===== config.mk =====
export PLATFORM = sky130hd
export DESIGN_NAME = http_request_header_parser
export DESIGN_NICKNAME = d
export VERILOG_FILES = /design/src/rtl/core/hrp_pkg.sv /design/src/rtl/core/hrp_step.sv /design/src/rtl/core/hrp_outq.sv /design/src/rtl/core/http_request_header_parser.sv
export SDC_FILE = /design/constraint.sdc
export NUM_CORES = 1
export LEC_CHECK = 0
export ABC_CLOCK_PERIOD_IN_PS = 9300
export BUFFER_PORTS_ARGS = -buffer_cell sky130_fd_sc_hd__clkbuf_2
export CAP_MARGIN = 25
export CORE_MARGIN = 10
export CORE_UTILIZATION = 35
export CTS_CLUSTER_DIAMETER = 50
export DETAILED_ROUTE_END_ITERATION = 8
export SYNTH_ARGS = -nofsm -noshare
export SYNTH_HDL_FRONTEND = slang
export SYNTH_HIERARCHICAL = 1
export SYNTH_SLANG_ARGS = --single-unit
export TNS_END_PERCENT = 20

===== constraint.sdc =====
create_clock -name aclk -period 9.3 [get_ports aclk]
set_clock_uncertainty 0.1 [all_clocks]
set_input_delay 1.86 -clock aclk [delete_from_list [all_inputs] [get_ports aclk]]
set_output_delay 1.86 -clock aclk [all_outputs]
set_load 0.01 [all_outputs]

===== src/rtl/core/hrp_pkg.sv =====
// Package with the types, codes and character tables of the request header parser.
package hrp_pkg;

    localparam logic [3:0] PH_METHOD = 4'd0;
    localparam logic [3:0] PH_SKIP   = 4'd1;
    localparam logic [3:0] PH_PATH   = 4'd2;
    localparam logic [3:0] PH_QSTART = 4'd3;
    localparam logic [3:0] PH_QKEY   = 4'd4;
    localparam logic [3:0] PH_QVAL   = 4'd5;
    localparam logic [3:0] PH_QDROP  = 4'd6;
    localparam logic [3:0] PH_VER    = 4'd7;
    localparam logic [3:0] PH_VREST  = 4'd8;
    localparam logic [3:0] PH_HKEY0  = 4'd9;
    localparam logic [3:0] PH_HKEY   = 4'd10;
    localparam logic [3:0] PH_HVAL   = 4'd11;
    localparam logic [3:0] PH_BAD    = 4'd12;
    localparam logic [3:0] PH_BODY   = 4'd13;
    localparam logic [3:0] PH_ERR    = 4'd14;

    localparam logic [1:0] HOLD_NONE  = 2'd0;
    localparam logic [1:0] HOLD_CR    = 2'd1;
    localparam logic [1:0] HOLD_COLON = 2'd2;

    localparam logic [2:0] TAG_DELIM = 3'd0;
    localparam logic [2:0] TAG_PATH  = 3'd1;
    localparam logic [2:0] TAG_QKEY  = 3'd2;
    localparam logic [2:0] TAG_QVAL  = 3'd3;
    localparam logic [2:0] TAG_VER   = 3'd4;
    localparam logic [2:0] TAG_HKEY  = 3'd5;
    localparam logic [2:0] TAG_HVAL  = 3'd6;
    localparam logic [2:0] TAG_BODY  = 3'd7;

    localparam logic [2:0] ST_RUNNING    = 3'd0;
    localparam logic [2:0] ST_COMPLETE   = 3'd1;
    localparam logic [2:0] ST_INCOMPLETE = 3'd2;
    localparam logic [2:0] ST_NO_LINE    = 3'd3;
    localparam logic [2:0] ST_BAD_METHOD = 3'd4;
    localparam logic [2:0] ST_NO_PATH    = 3'd5;
    localparam logic [2:0] ST_BAD_VER    = 3'd6;
    localparam logic [2:0] ST_NO_SEP     = 3'd7;

    localparam logic [1:0] METH_GET    = 2'd0;
    localparam logic [1:0] METH_POST   = 2'd1;
    localparam logic [1:0] METH_PUT    = 2'd2;
    localparam logic [1:0] METH_DELETE = 2'd3;

    localparam logic [7:0] CH_CR    = 8'h0D;
    localparam logic [7:0] CH_LF    = 8'h0A;
    localparam logic [7:0] CH_SP    = 8'h20;
    localparam logic [7:0] CH_COLON = 8'h3A;
    localparam logic [7:0] CH_QMARK = 8'h3F;
    localparam logic [7:0] CH_AMP   = 8'h26;
    localparam logic [7:0] CH_EQ    = 8'h3D;

    localparam int QDEPTH = 4;
    localparam int QAW    = 2;
    localparam int QCW    = 3;

    typedef struct packed {
        logic [3:0] phase;
        logic [2:0] midx;
        logic [1:0] meth;
        logic       ver;
        logic [1:0] hold;
        logic [2:0] fstat;
    } state_t;

    typedef struct packed {
        state_t     st;
        logic [2:0] tag;
    } cls_t;

    typedef struct packed {
        logic [1:0] cnt;
        logic [7:0] byte0;
        logic [2:0] tag0;
        logic [7:0] byte1;
        logic [2:0] tag1;
        logic [1:0] meth;
        logic       ver;
        logic [2:0] status;
    } wr_t;

    typedef struct packed {
        logic       run_last;
        logic [2:0] status;
        logic       ver;
        logic [1:0] meth;
        logic [2:0] tag;
        logic [7:0] out_byte;
    } item_t;

    localparam state_t STATE_RESET = '{
        phase: PH_METHOD, midx: 3'd0, meth: METH_GET, ver: 1'b0,
        hold: HOLD_NONE, fstat: ST_RUNNING
    };

    function automatic logic [2:0] meth_len(logic [1:0] m);
        logic [2:0] len;
        unique case (m)
            METH_GET:    len = 3'd3;
            METH_POST:   len = 3'd4;
            METH_PUT:    len = 3'd3;
            METH_DELETE: len = 3'd6;
            default:     len = 3'd3;
        endcase
        return len;
    endfunction

    function automatic logic [7:0] meth_char(logic [1:0] m, logic [2:0] i);
        logic [7:0] c;
        unique case ({m, i})
            {METH_GET, 3'd0}:    c = "G";
            {METH_GET, 3'd1}:    c = "E";
            {METH_GET, 3'd2}:    c = "T";
            {METH_POST, 3'd0}:   c = "P";
            {METH_POST, 3'd1}:   c = "O";
            {METH_POST, 3'd2}:   c = "S";
            {METH_POST, 3'd3}:   c = "T";
            {METH_PUT, 3'd0}:    c = "P";
            {METH_PUT, 3'd1}:    c = "U";
            {METH_PUT, 3'd2}:    c = "T";
            {METH_DELETE, 3'd0}: c = "D";
            {METH_DELETE, 3'd1}: c = "E";
            {METH_DELETE, 3'd2}: c = "L";
            {METH_DELETE, 3'd3}: c = "E";
            {METH_DELETE, 3'd4}: c = "T";
            {METH_DELETE, 3'd5}: c = "E";
            default:             c = 8'h00;
        endcase
        return c;
    endfunction

    function automatic logic [7:0] ver_char(logic [2:0] i);
        logic [7:0] c;
        unique case (i)
            3'd0:    c = "H";
            3'd1:    c = "T";
            3'd2:    c = "T";
            3'd3:    c = "P";
            3'd4:    c = "/";
            3'd5:    c = "1";
            3'd6:    c = ".";
            default: c = 8'h00;
        endcase
        return c;
    endfunction

    function automatic logic is_terminal(state_t s);
        return (s.phase == PH_BODY) || (s.phase == PH_ERR);
    endfunction

    // Tags one byte that is not part of a line-ending pair and advances the state.
    function automatic cls_t classify(state_t s_in, logic [7:0] b);
        cls_t       r;
        logic [2:0] i;
        logic       bad;
        r.st  = s_in;
        r.tag = TAG_DELIM;
        i     = s_in.midx;
        bad   = 1'b0;
        unique case (s_in.phase)
            PH_METHOD: begin
                if (i == 3'd0) begin
                    if (b == "G") r.st.meth = METH_GET;
                    else if (b == "P") r.st.meth = METH_POST;
                    else if (b == "D") r.st.meth = METH_DELETE;
                    else bad = 1'b1;
                end else if (i == 3'd1 && s_in.meth == METH_POST && b == "U") begin
                    r.st.meth = METH_PUT;
                end
                if (!bad) begin
                    if (i >= meth_len(r.st.meth) || meth_char(r.st.meth, i) != b) begin
                        bad = 1'b1;
                    end else begin
                        r.st.midx = i + 3'd1;
                        if ((i + 3'd1) == meth_len(r.st.meth)) r.st.phase = PH_SKIP;
                    end
                end
                if (bad) begin
                    r.st.fstat = ST_BAD_METHOD;
                    r.st.phase = PH_BAD;
                end
            end
            PH_SKIP: begin
                r.st.phase = PH_PATH;
            end
            PH_PATH: begin
                if (b == CH_SP) begin
                    r.st.phase = PH_VER;
                    r.st.midx  = 3'd0;
                end else if (b == CH_QMARK) begin
                    r.st.phase = PH_QSTART;
                end else begin
                    r.tag = TAG_PATH;
                end
            end
            PH_QSTART, PH_QKEY, PH_QVAL, PH_QDROP: begin
                if (b == CH_SP) begin
                    r.st.phase = PH_VER;
                    r.st.midx  = 3'd0;
                end else if (b == CH_AMP) begin
                    r.st.phase = PH_QSTART;
                end else if (s_in.phase == PH_QSTART) begin
                    if (b == CH_EQ) begin
                        r.st.phase = PH_QDROP;
                    end else begin
                        r.st.phase = PH_QKEY;
                        r.tag      = TAG_QKEY;
                    end
                end else if (s_in.phase == PH_QKEY) begin
                    if (b == CH_EQ) r.st.phase = PH_QVAL;
                    else r.tag = TAG_QKEY;
                end else if (s_in.phase == PH_QVAL) begin
                    r.tag = TAG_QVAL;
                end
            end
            PH_VER: begin
                if (i != 3'd7) begin
                    if (ver_char(i) != b) begin
                        r.st.fstat = ST_BAD_VER;
                        r.st.phase = PH_BAD;
                    end else begin
                        r.st.midx = i + 3'd1;
                        r.tag     = TAG_VER;
                    end
                end else if (b == "0" || b == "1") begin
                    r.st.ver   = (b == "1");
                    r.st.phase = PH_VREST;
                    r.tag      = TAG_VER;
                end else begin
                    r.st.fstat = ST_BAD_VER;
                    r.st.phase = PH_BAD;
                end
            end
            PH_HKEY0, PH_HKEY: begin
                r.st.phase = PH_HKEY;
                r.tag      = TAG_HKEY;
            end
            PH_HVAL: r.tag = TAG_HVAL;
            PH_BODY: r.tag = TAG_BODY;
            default: r.tag = TAG_DELIM;
        endcase
        return r;
    endfunction

    // Applies a CR LF pair to the state.
    function automatic state_t line_end(state_t s_in);
        state_t s;
        s = s_in;
        unique case (s_in.phase)
            PH_METHOD: begin
                s.fstat = (s_in.midx == 3'd0) ? ST_NO_LINE : ST_BAD_METHOD;
                s.phase = PH_ERR;
            end
            PH_SKIP, PH_PATH, PH_QSTART, PH_QKEY, PH_QVAL, PH_QDROP: begin
                s.fstat = ST_NO_PATH;
                s.phase = PH_ERR;
            end
            PH_VER: begin
                s.fstat = ST_BAD_VER;
                s.phase = PH_ERR;
            end
            PH_VREST, PH_HVAL: s.phase = PH_HKEY0;
            PH_HKEY0: begin
                s.fstat = ST_COMPLETE;
                s.phase = PH_BODY;
            end
            PH_HKEY: begin
                s.fstat = ST_NO_SEP;
                s.phase = PH_ERR;
            end
            PH_BAD: s.phase = PH_ERR;
            default: s = s_in;
        endcase
        return s;
    endfunction

endpackage


===== src/rtl/core/hrp_step.sv =====
// Parser state register and the per-byte tagging logic that produces up to two results.
module hrp_step (
    input  logic           aclk,
    input  logic           aresetn,
    input  logic           step_en,
    input  logic [7:0]     step_byte,
    input  logic           step_last,
    output hrp_pkg::wr_t   wr
);

    hrp_pkg::state_t state_reg;
    hrp_pkg::state_t state_next;

    hrp_pkg::state_t s;
    hrp_pkg::cls_t   c;
    logic [1:0]      n;
    logic            done;
    logic [7:0]      hb;
    logic [7:0]      b0;
    logic [7:0]      b1;
    logic [2:0]      t0;
    logic [2:0]      t1;

    always_comb begin
        s    = state_reg;
        n    = 2'd0;
        done = 1'b0;
        b0   = 8'h00;
        b1   = 8'h00;
        t0   = hrp_pkg::TAG_DELIM;
        t1   = hrp_pkg::TAG_DELIM;
        hb   = hrp_pkg::CH_CR;
        c    = '0;

        if (s.hold == hrp_pkg::HOLD_CR) begin
            s.hold = hrp_pkg::HOLD_NONE;
            if (step_byte == hrp_pkg::CH_LF) begin
                b0   = hrp_pkg::CH_CR;
                s    = hrp_pkg::line_end(s);
                b1   = hrp_pkg::CH_LF;
                n    = 2'd2;
                done = 1'b1;
            end else begin
                c  = hrp_pkg::classify(s, hrp_pkg::CH_CR);
                s  = c.st;
                b0 = hrp_pkg::CH_CR;
                t0 = c.tag;
                n  = 2'd1;
            end
        end else if (s.hold == hrp_pkg::HOLD_COLON) begin
            s.hold = hrp_pkg::HOLD_NONE;
            if (step_byte == hrp_pkg::CH_SP) begin
                b0      = hrp_pkg::CH_COLON;
                s.phase = hrp_pkg::PH_HVAL;
                b1      = hrp_pkg::CH_SP;
                n       = 2'd2;
                done    = 1'b1;
            end else begin
                c  = hrp_pkg::classify(s, hrp_pkg::CH_COLON);
                s  = c.st;
                b0 = hrp_pkg::CH_COLON;
                t0 = c.tag;
                n  = 2'd1;
            end
        end

        if (!done) begin
            if (step_byte == hrp_pkg::CH_CR && !hrp_pkg::is_terminal(s)) begin
                s.hold = hrp_pkg::HOLD_CR;
            end else if (step_byte == hrp_pkg::CH_COLON &&
                         (s.phase == hrp_pkg::PH_HKEY0 || s.phase == hrp_pkg::PH_HKEY)) begin
                s.hold = hrp_pkg::HOLD_COLON;
            end else begin
                c = hrp_pkg::classify(s, step_byte);
                s = c.st;
                if (n == 2'd0) begin
                    b0 = step_byte;
                    t0 = c.tag;
                end else begin
                    b1 = step_byte;
                    t1 = c.tag;
                end
                n = n + 2'd1;
            end
        end

        if (step_last) begin
            if (s.hold != hrp_pkg::HOLD_NONE) begin
                hb     = (s.hold == hrp_pkg::HOLD_CR) ? hrp_pkg::CH_CR : hrp_pkg::CH_COLON;
                s.hold = hrp_pkg::HOLD_NONE;
                c      = hrp_pkg::classify(s, hb);
                s      = c.st;
                if (n == 2'd0) begin
                    b0 = hb;
                    t0 = c.tag;
                end else begin
                    b1 = hb;
                    t1 = c.tag;
                end
                n = n + 2'd1;
            end
            if (!hrp_pkg::is_terminal(s)) begin
                s.fstat = hrp_pkg::ST_INCOMPLETE;
                s.phase = hrp_pkg::PH_ERR;
            end
        end

        wr.cnt    = step_en ? n : 2'd0;
        wr.byte0  = b0;
        wr.tag0   = t0;
        wr.byte1  = b1;
        wr.tag1   = t1;
        wr.meth   = s.meth;
        wr.ver    = s.ver;
        wr.status = hrp_pkg::is_terminal(s) ? s.fstat : hrp_pkg::ST_RUNNING;

        state_next = step_last ? hrp_pkg::STATE_RESET : s;
    end

    always_ff @(posedge aclk) begin
        if (!aresetn) begin
            state_reg <= hrp_pkg::STATE_RESET;
        end else if (step_en) begin
            state_reg <= state_next;
        end
    end

endmodule


===== src/rtl/core/hrp_outq.sv =====
// Result queue that takes up to two items per cycle and hands out one per cycle while out_ready is high.
module hrp_outq (
    input  logic           aclk,
    input  logic           aresetn,
    input  hrp_pkg::wr_t   wr,
    output logic           room,
    output logic           out_valid,
    input  logic           out_ready,
    output hrp_pkg::item_t out_item
);

    hrp_pkg::item_t entry_reg [hrp_pkg::QDEPTH];
    logic [hrp_pkg::QAW-1:0] rd_ptr_reg;
    logic [hrp_pkg::QAW-1:0] rd_ptr_next;
    logic [hrp_pkg::QAW-1:0] wr_ptr_reg;
    logic [hrp_pkg::QAW-1:0] wr_ptr_next;
    logic [hrp_pkg::QAW-1:0] wr_ptr_inc;
    logic [hrp_pkg::QCW-1:0] count_reg;
    logic [hrp_pkg::QCW-1:0] count_next;
    hrp_pkg::item_t e0;
    hrp_pkg::item_t e1;
    logic pop;

    localparam logic [hrp_pkg::QCW-1:0] ROOM_MAX = hrp_pkg::QCW'(hrp_pkg::QDEPTH - 2);

    assign out_valid = (count_reg != '0);
    assign out_item  = entry_reg[rd_ptr_reg];
    assign pop       = out_valid && out_ready;
    assign room      = (count_reg <= ROOM_MAX);

    assign e0 = '{run_last: (wr.cnt == 2'd1), status: wr.status, ver: wr.ver,
                  meth: wr.meth, tag: wr.tag0, out_byte: wr.byte0};
    assign e1 = '{run_last: 1'b1, status: wr.status, ver: wr.ver,
                  meth: wr.meth, tag: wr.tag1, out_byte: wr.byte1};

    assign wr_ptr_inc  = wr_ptr_reg + 1'b1;
    assign wr_ptr_next = wr_ptr_reg + hrp_pkg::QAW'(wr.cnt);
    assign rd_ptr_next = rd_ptr_reg + hrp_pkg::QAW'(pop);
    assign count_next  = count_reg + hrp_pkg::QCW'(wr.cnt) - hrp_pkg::QCW'(pop);

    always_ff @(posedge aclk) begin
        if (wr.cnt != 2'd0) begin
            entry_reg[wr_ptr_reg] <= e0;
        end
        if (wr.cnt == 2'd2) begin
            entry_reg[wr_ptr_inc] <= e1;
        end
    end

    always_ff @(posedge aclk) begin
        if (!aresetn) begin
            rd_ptr_reg <= '0;
            wr_ptr_reg <= '0;
            count_reg  <= '0;
        end else begin
            rd_ptr_reg <= rd_ptr_next;
            wr_ptr_reg <= wr_ptr_next;
            count_reg  <= count_next;
        end
    end

endmodule


===== src/rtl/core/http_request_header_parser.sv =====
// Top level of the request header parser: input register, tagging step and result queue.
//
//   Channel  Direction  tdata                          tuser      tlast
//   s_       in         data_byte[7:0]                 -          buffer_end
//   m_       out        out_byte, method, version,     tag[2:0]   run_last
//                       status (padded to 16 bits)
//
// One byte is accepted per cycle while the queue has room; a byte is held in the input
// register and its results in the result queue before they appear. A byte that yields two
// results writes both into the four-entry result queue at once; they leave it one at a time.
// A byte that is held (CR or colon) yields no result until the next byte or the buffer end.
// Reset clears the parser state and empties the queue; m_tready low stalls
// input once the queue has fewer than two free entries.
module http_request_header_parser (
    input  logic        aclk,
    input  logic        aresetn,
    input  logic        s_tvalid,
    output logic        s_tready,
    input  logic [7:0]  s_tdata,   // [7:0] data_byte
    input  logic        s_tlast,
    output logic        m_tvalid,
    input  logic        m_tready,
    output logic [15:0] m_tdata,   // [7:0] out_byte, [9:8] method, [10] version, [13:11] status
    output logic [2:0]  m_tuser,   // [2:0] tag
    output logic        m_tlast
);

    logic           in_valid_reg;
    logic           in_valid_next;
    logic [7:0]     in_byte_reg;
    logic           in_last_reg;
    logic           advance;
    logic           room;
    hrp_pkg::wr_t   wr;
    hrp_pkg::item_t item;

    assign advance       = in_valid_reg && room;
    assign s_tready      = !in_valid_reg || advance;
    assign in_valid_next = (s_tvalid && s_tready) || (in_valid_reg && !advance);

    always_ff @(posedge aclk) begin
        if (!aresetn) begin
            in_valid_reg <= 1'b0;
        end else begin
            in_valid_reg <= in_valid_next;
        end
    end

    always_ff @(posedge aclk) begin
        if (s_tvalid && s_tready) begin
            in_byte_reg <= s_tdata;
            in_last_reg <= s_tlast;
        end
    end

    hrp_step u_step (
        .aclk      (aclk),
        .aresetn   (aresetn),
        .step_en   (advance),
        .step_byte (in_byte_reg),
        .step_last (in_last_reg),
        .wr        (wr)
    );

    hrp_outq u_outq (
        .aclk      (aclk),
        .aresetn   (aresetn),
        .wr        (wr),
        .room      (room),
        .out_valid (m_tvalid),
        .out_ready (m_tready),
        .out_item  (item)
    );

    assign m_tdata = {2'b00, item.status, item.ver, item.meth, item.out_byte};
    assign m_tuser = item.tag;
    assign m_tlast = item.run_last;

endmodule


==> flow_metrics.tcl <==
set metrics [dict create \
    crit_fanout 16 \
    h-tree-depth 3 \
    yosysMostFrequentCell "nand2_1" \
    synth_top_area_share_pct 27.3 \
    slew_headroom_pct 36.1 \
    crit_slowest_cell "dfxtp_1" \
    synth.distinct_cells 103 \
    yosysWarnings 6 \
    syn_area_um2 8480 \
    switchingPower_w 0.000434 \
    setup-violations-final 0 \
    largest_reg_flops 72 \
    power_density_nw_per_um2 146 \
    cts.sinks 110 \
    setup_ws_ps 1080 \
    start_util_pct 35.8 \
    drive_gt1_share_pct 12.7 \
    antenna_cells 0 \
    path_clk_slew_ps 80 \
    globalplace.congestion 0.922 \
    peakVddDrop_v 0.0000899 \
    cellLeakagePower_nw 3.27 \
    cpMostUsedCell "ha_1" \
    num-fill-cells 2446 \
    cpPeakStageDelay_ps 530 \
    synth-seq-cells 110 \
    cts_buffers 9 \
    postSynthAreaPerCell_um2 8.92 \
    finalHoldViolations 0 \
    fmax_ghz 0.122 \
    worstPathRequired_ps 9500 \
    preCtsSetupSlack_ps 1200 \
    antenna_found_initial 0 \
    post-cts-setup-buffer-count 0 \
    ant_nets 0 \
    ios 35 \
    first_pass_iters 5 \
    outcome "finished, final reports clean" \
    insertion_delay_ps 360 \
    avgViaCountPerCell 5.78 \
    cap_viol_max_count 0 \
    postCtsHoldBufs 0 \
    wl_per_cell_um 19.4 \
    grt_pass1_wl_mm 39.4 \
    drc_errors 0 \
    intPower_w 0.000902 \
    yosys-top-cells-area "edfxtp_1 27%, dfxtp_1 7.8%, nand2_1 5.2%, mux4_2 4.8%, ha_1 4.3%" \
    synthFlopType "edfxtp_1" \
    startpoint_type "flop" \
    final_nets 988 \
    power_frac_seq_pct 43.5 \
    drtIter0Drc 709 \
    grt_setup_unrepaired "no" \
    swShare_pct 32.5 \
    grt_max_degree 31 \
    synth_top_cell_by_area "edfxtp_1" \
    cts_tree "done" \
    period_share_pct 88.4 \
    finalCriticalPeriod_ps 8220 \
    cts.path.max_buffers 2 \
    fp.dieW_um 176 \
    cp.arrival_ps 8420 \
    comb_power_share_pct 26.8 \
    final.setup.tns_ps 0 \
    vias 7340 \
    first_global_vias 7157 \
    numPortBuffers 32 \
    dp_hpwl_mm 17.9 \
    hold_class "flop to flop" \
    worst-setup-path-type "flop to flop" \
    final_max_slew_viol_count 0 \
    row_count 56 \
    die_h_um 176 \
    routed_wl_mm 24.7 \
    grt_remaining_overflow 0 \
    cts-root-buf "clkbuf_16" \
    async_flop_share_pct 0 \
    multiInputGateArea_um2 5100 \
    syn2layout_area_growth_pct 8.13 \
    yosys-top-cells-count "118 x nand2_1, 77 x edfxtp_1, 65 x a21oi_1" \
    regArea_um2 2970 \
    synth_edf_count 77 \
    ctsResizeCount 0 \
    die-area_um2 30900 \
    coreArea_um2 23700 \
    grt_use_total_pct 15.8 \
    ys_seq_area_share_pct 35.1 \
    p_clk_share_pct 29.7 \
    endpoint_kind "flop" \
    syn_inst 951 \
    tightest_slew_ps 955 \
]
-- final timing paths --
kind | slack, ps | from | depth (start not counted) | to
setup / recovery | 1080 | u_step/state_reg[6] | 30 | flop
hold / removal | 370 | u_outq/entry_reg[3][17] | 2 | u_outq/entry_reg[3][17]
setup reg to reg | 1080 | u_step/state_reg[6] | 30 | flop
hold reg to reg | 370 | u_outq/entry_reg[3][17] | 2 | u_outq/entry_reg[3][17]
-- per-layer routing --
metal  up-vias  track usage, %  wire, um
met5         -               0         0
met2       269            26.5     11700
met4         0            4.80       548
li1       3530               -         -
met3        38            3.05      1610
met1      3503            20.0     10800
-- kinds of logic (layout without fill, tap and decap cells) --
family,count (synthesis),in the layout,share of synthesized area [%]
other,1,2,0.0442
adder cells (fa/ha/maj),30,30,4.52
flip-flops,110,110,35.1
AO/OA/AOI/OAI,273,273,22.1
XOR/XNOR,20,20,2.07
multiplexers,32,32,6.52
buffers and inverters,96,94,4.90
AND/OR/NAND/NOR,389,389,24.8
-- critical path, delay by kind of cell, from the launching register on --
| family | cells | cell delay [ps] |
|---|---|---|
| adder cells (fa/ha/maj) | 4 | 1180 |
| AO/OA/AOI/OAI | 9 | 1690 |
| flip-flops | 1 | 530 |
| XOR/XNOR | 1 | 170 |
| buffers and inverters | 2 | 230 |
| AND/OR/NAND/NOR | 12 | 3670 |
| multiplexers | 2 | 610 |
-- stage by stage --
stage                     area (um2)  power (W)  hold slack, ps  utilization [%]  instances
after floorplan                 8480   0.000846             342                -        952
after global placement          8830   0.000949             357             37.3       1252
after detailed placement        8830   0.000951             366             37.3       1252
after CTS                       9140    0.00135             376             38.6       1268
after global routing            9170    0.00141             401             38.7       1269
final                           9170    0.00134             373             38.7       1269
-- area by class of cell --
class	instances	area share, %
Clock buffer	9	2.46
Clock inverter	7	0.901
Inverter	36	1.47
Multi-Input combinational cell	746	55.6
Sequential cell	110	32.4
Tap cell	319	4.35
Timing Repair Buffer	42	2.78
-- placed cells by master, fill, tap and decap left out, types with 8 or more instances in the layout --
| master | synthesis | final |
|---|---|---|
| nand2_1 | 118 | 118 |
| edfxtp_1 | 77 | 77 |
| a21oi_1 | 65 | 65 |
| nor2_1 | 63 | 63 |
| o21ai_0 | 53 | 53 |
| and2_1 | 41 | 41 |
| dfxtp_1 | 33 | 33 |
| clkbuf_2 | 1 | 32 |
| inv_1 | 29 | 29 |
| ha_1 | 29 | 29 |
| nor2b_1 | 28 | 28 |
| a22o_1 | 22 | 22 |
| nand3_1 | 22 | 22 |
| nor3_1 | 22 | 22 |
| mux4_2 | 18 | 18 |
| o22ai_1 | 14 | 14 |
| xnor2_1 | 14 | 14 |
| nand2b_1 | 13 | 13 |
| a31oi_1 | 13 | 13 |
| or3_1 | 11 | 11 |
| a211oi_1 | 11 | 11 |
| clkbuf_16 | 0 | 9 |
| buf_4 | 5 | 9 |
| o21a_1 | 9 | 9 |
| and3_1 | 9 | 9 |
| mux2i_1 | 8 | 8 |
-- power groups by stage --
| stage | sequential [W] | combinational, W | clock, W |
|---|---|---|---|
| after floorplan | 0.000574 | 0.000272 | 0 |
| after CTS | 0.000587 | 0.000355 | 0.000409 |
| after detailed placement | 0.000598 | 0.000353 | 0 |
| after global routing | 0.000585 | 0.000399 | 0.000427 |
| after global placement | 0.000597 | 0.000352 | 0 |
| final | 0.000581 | 0.000358 | 0.000396 |
Note: power is estimated with default switching activity, not from simulation.
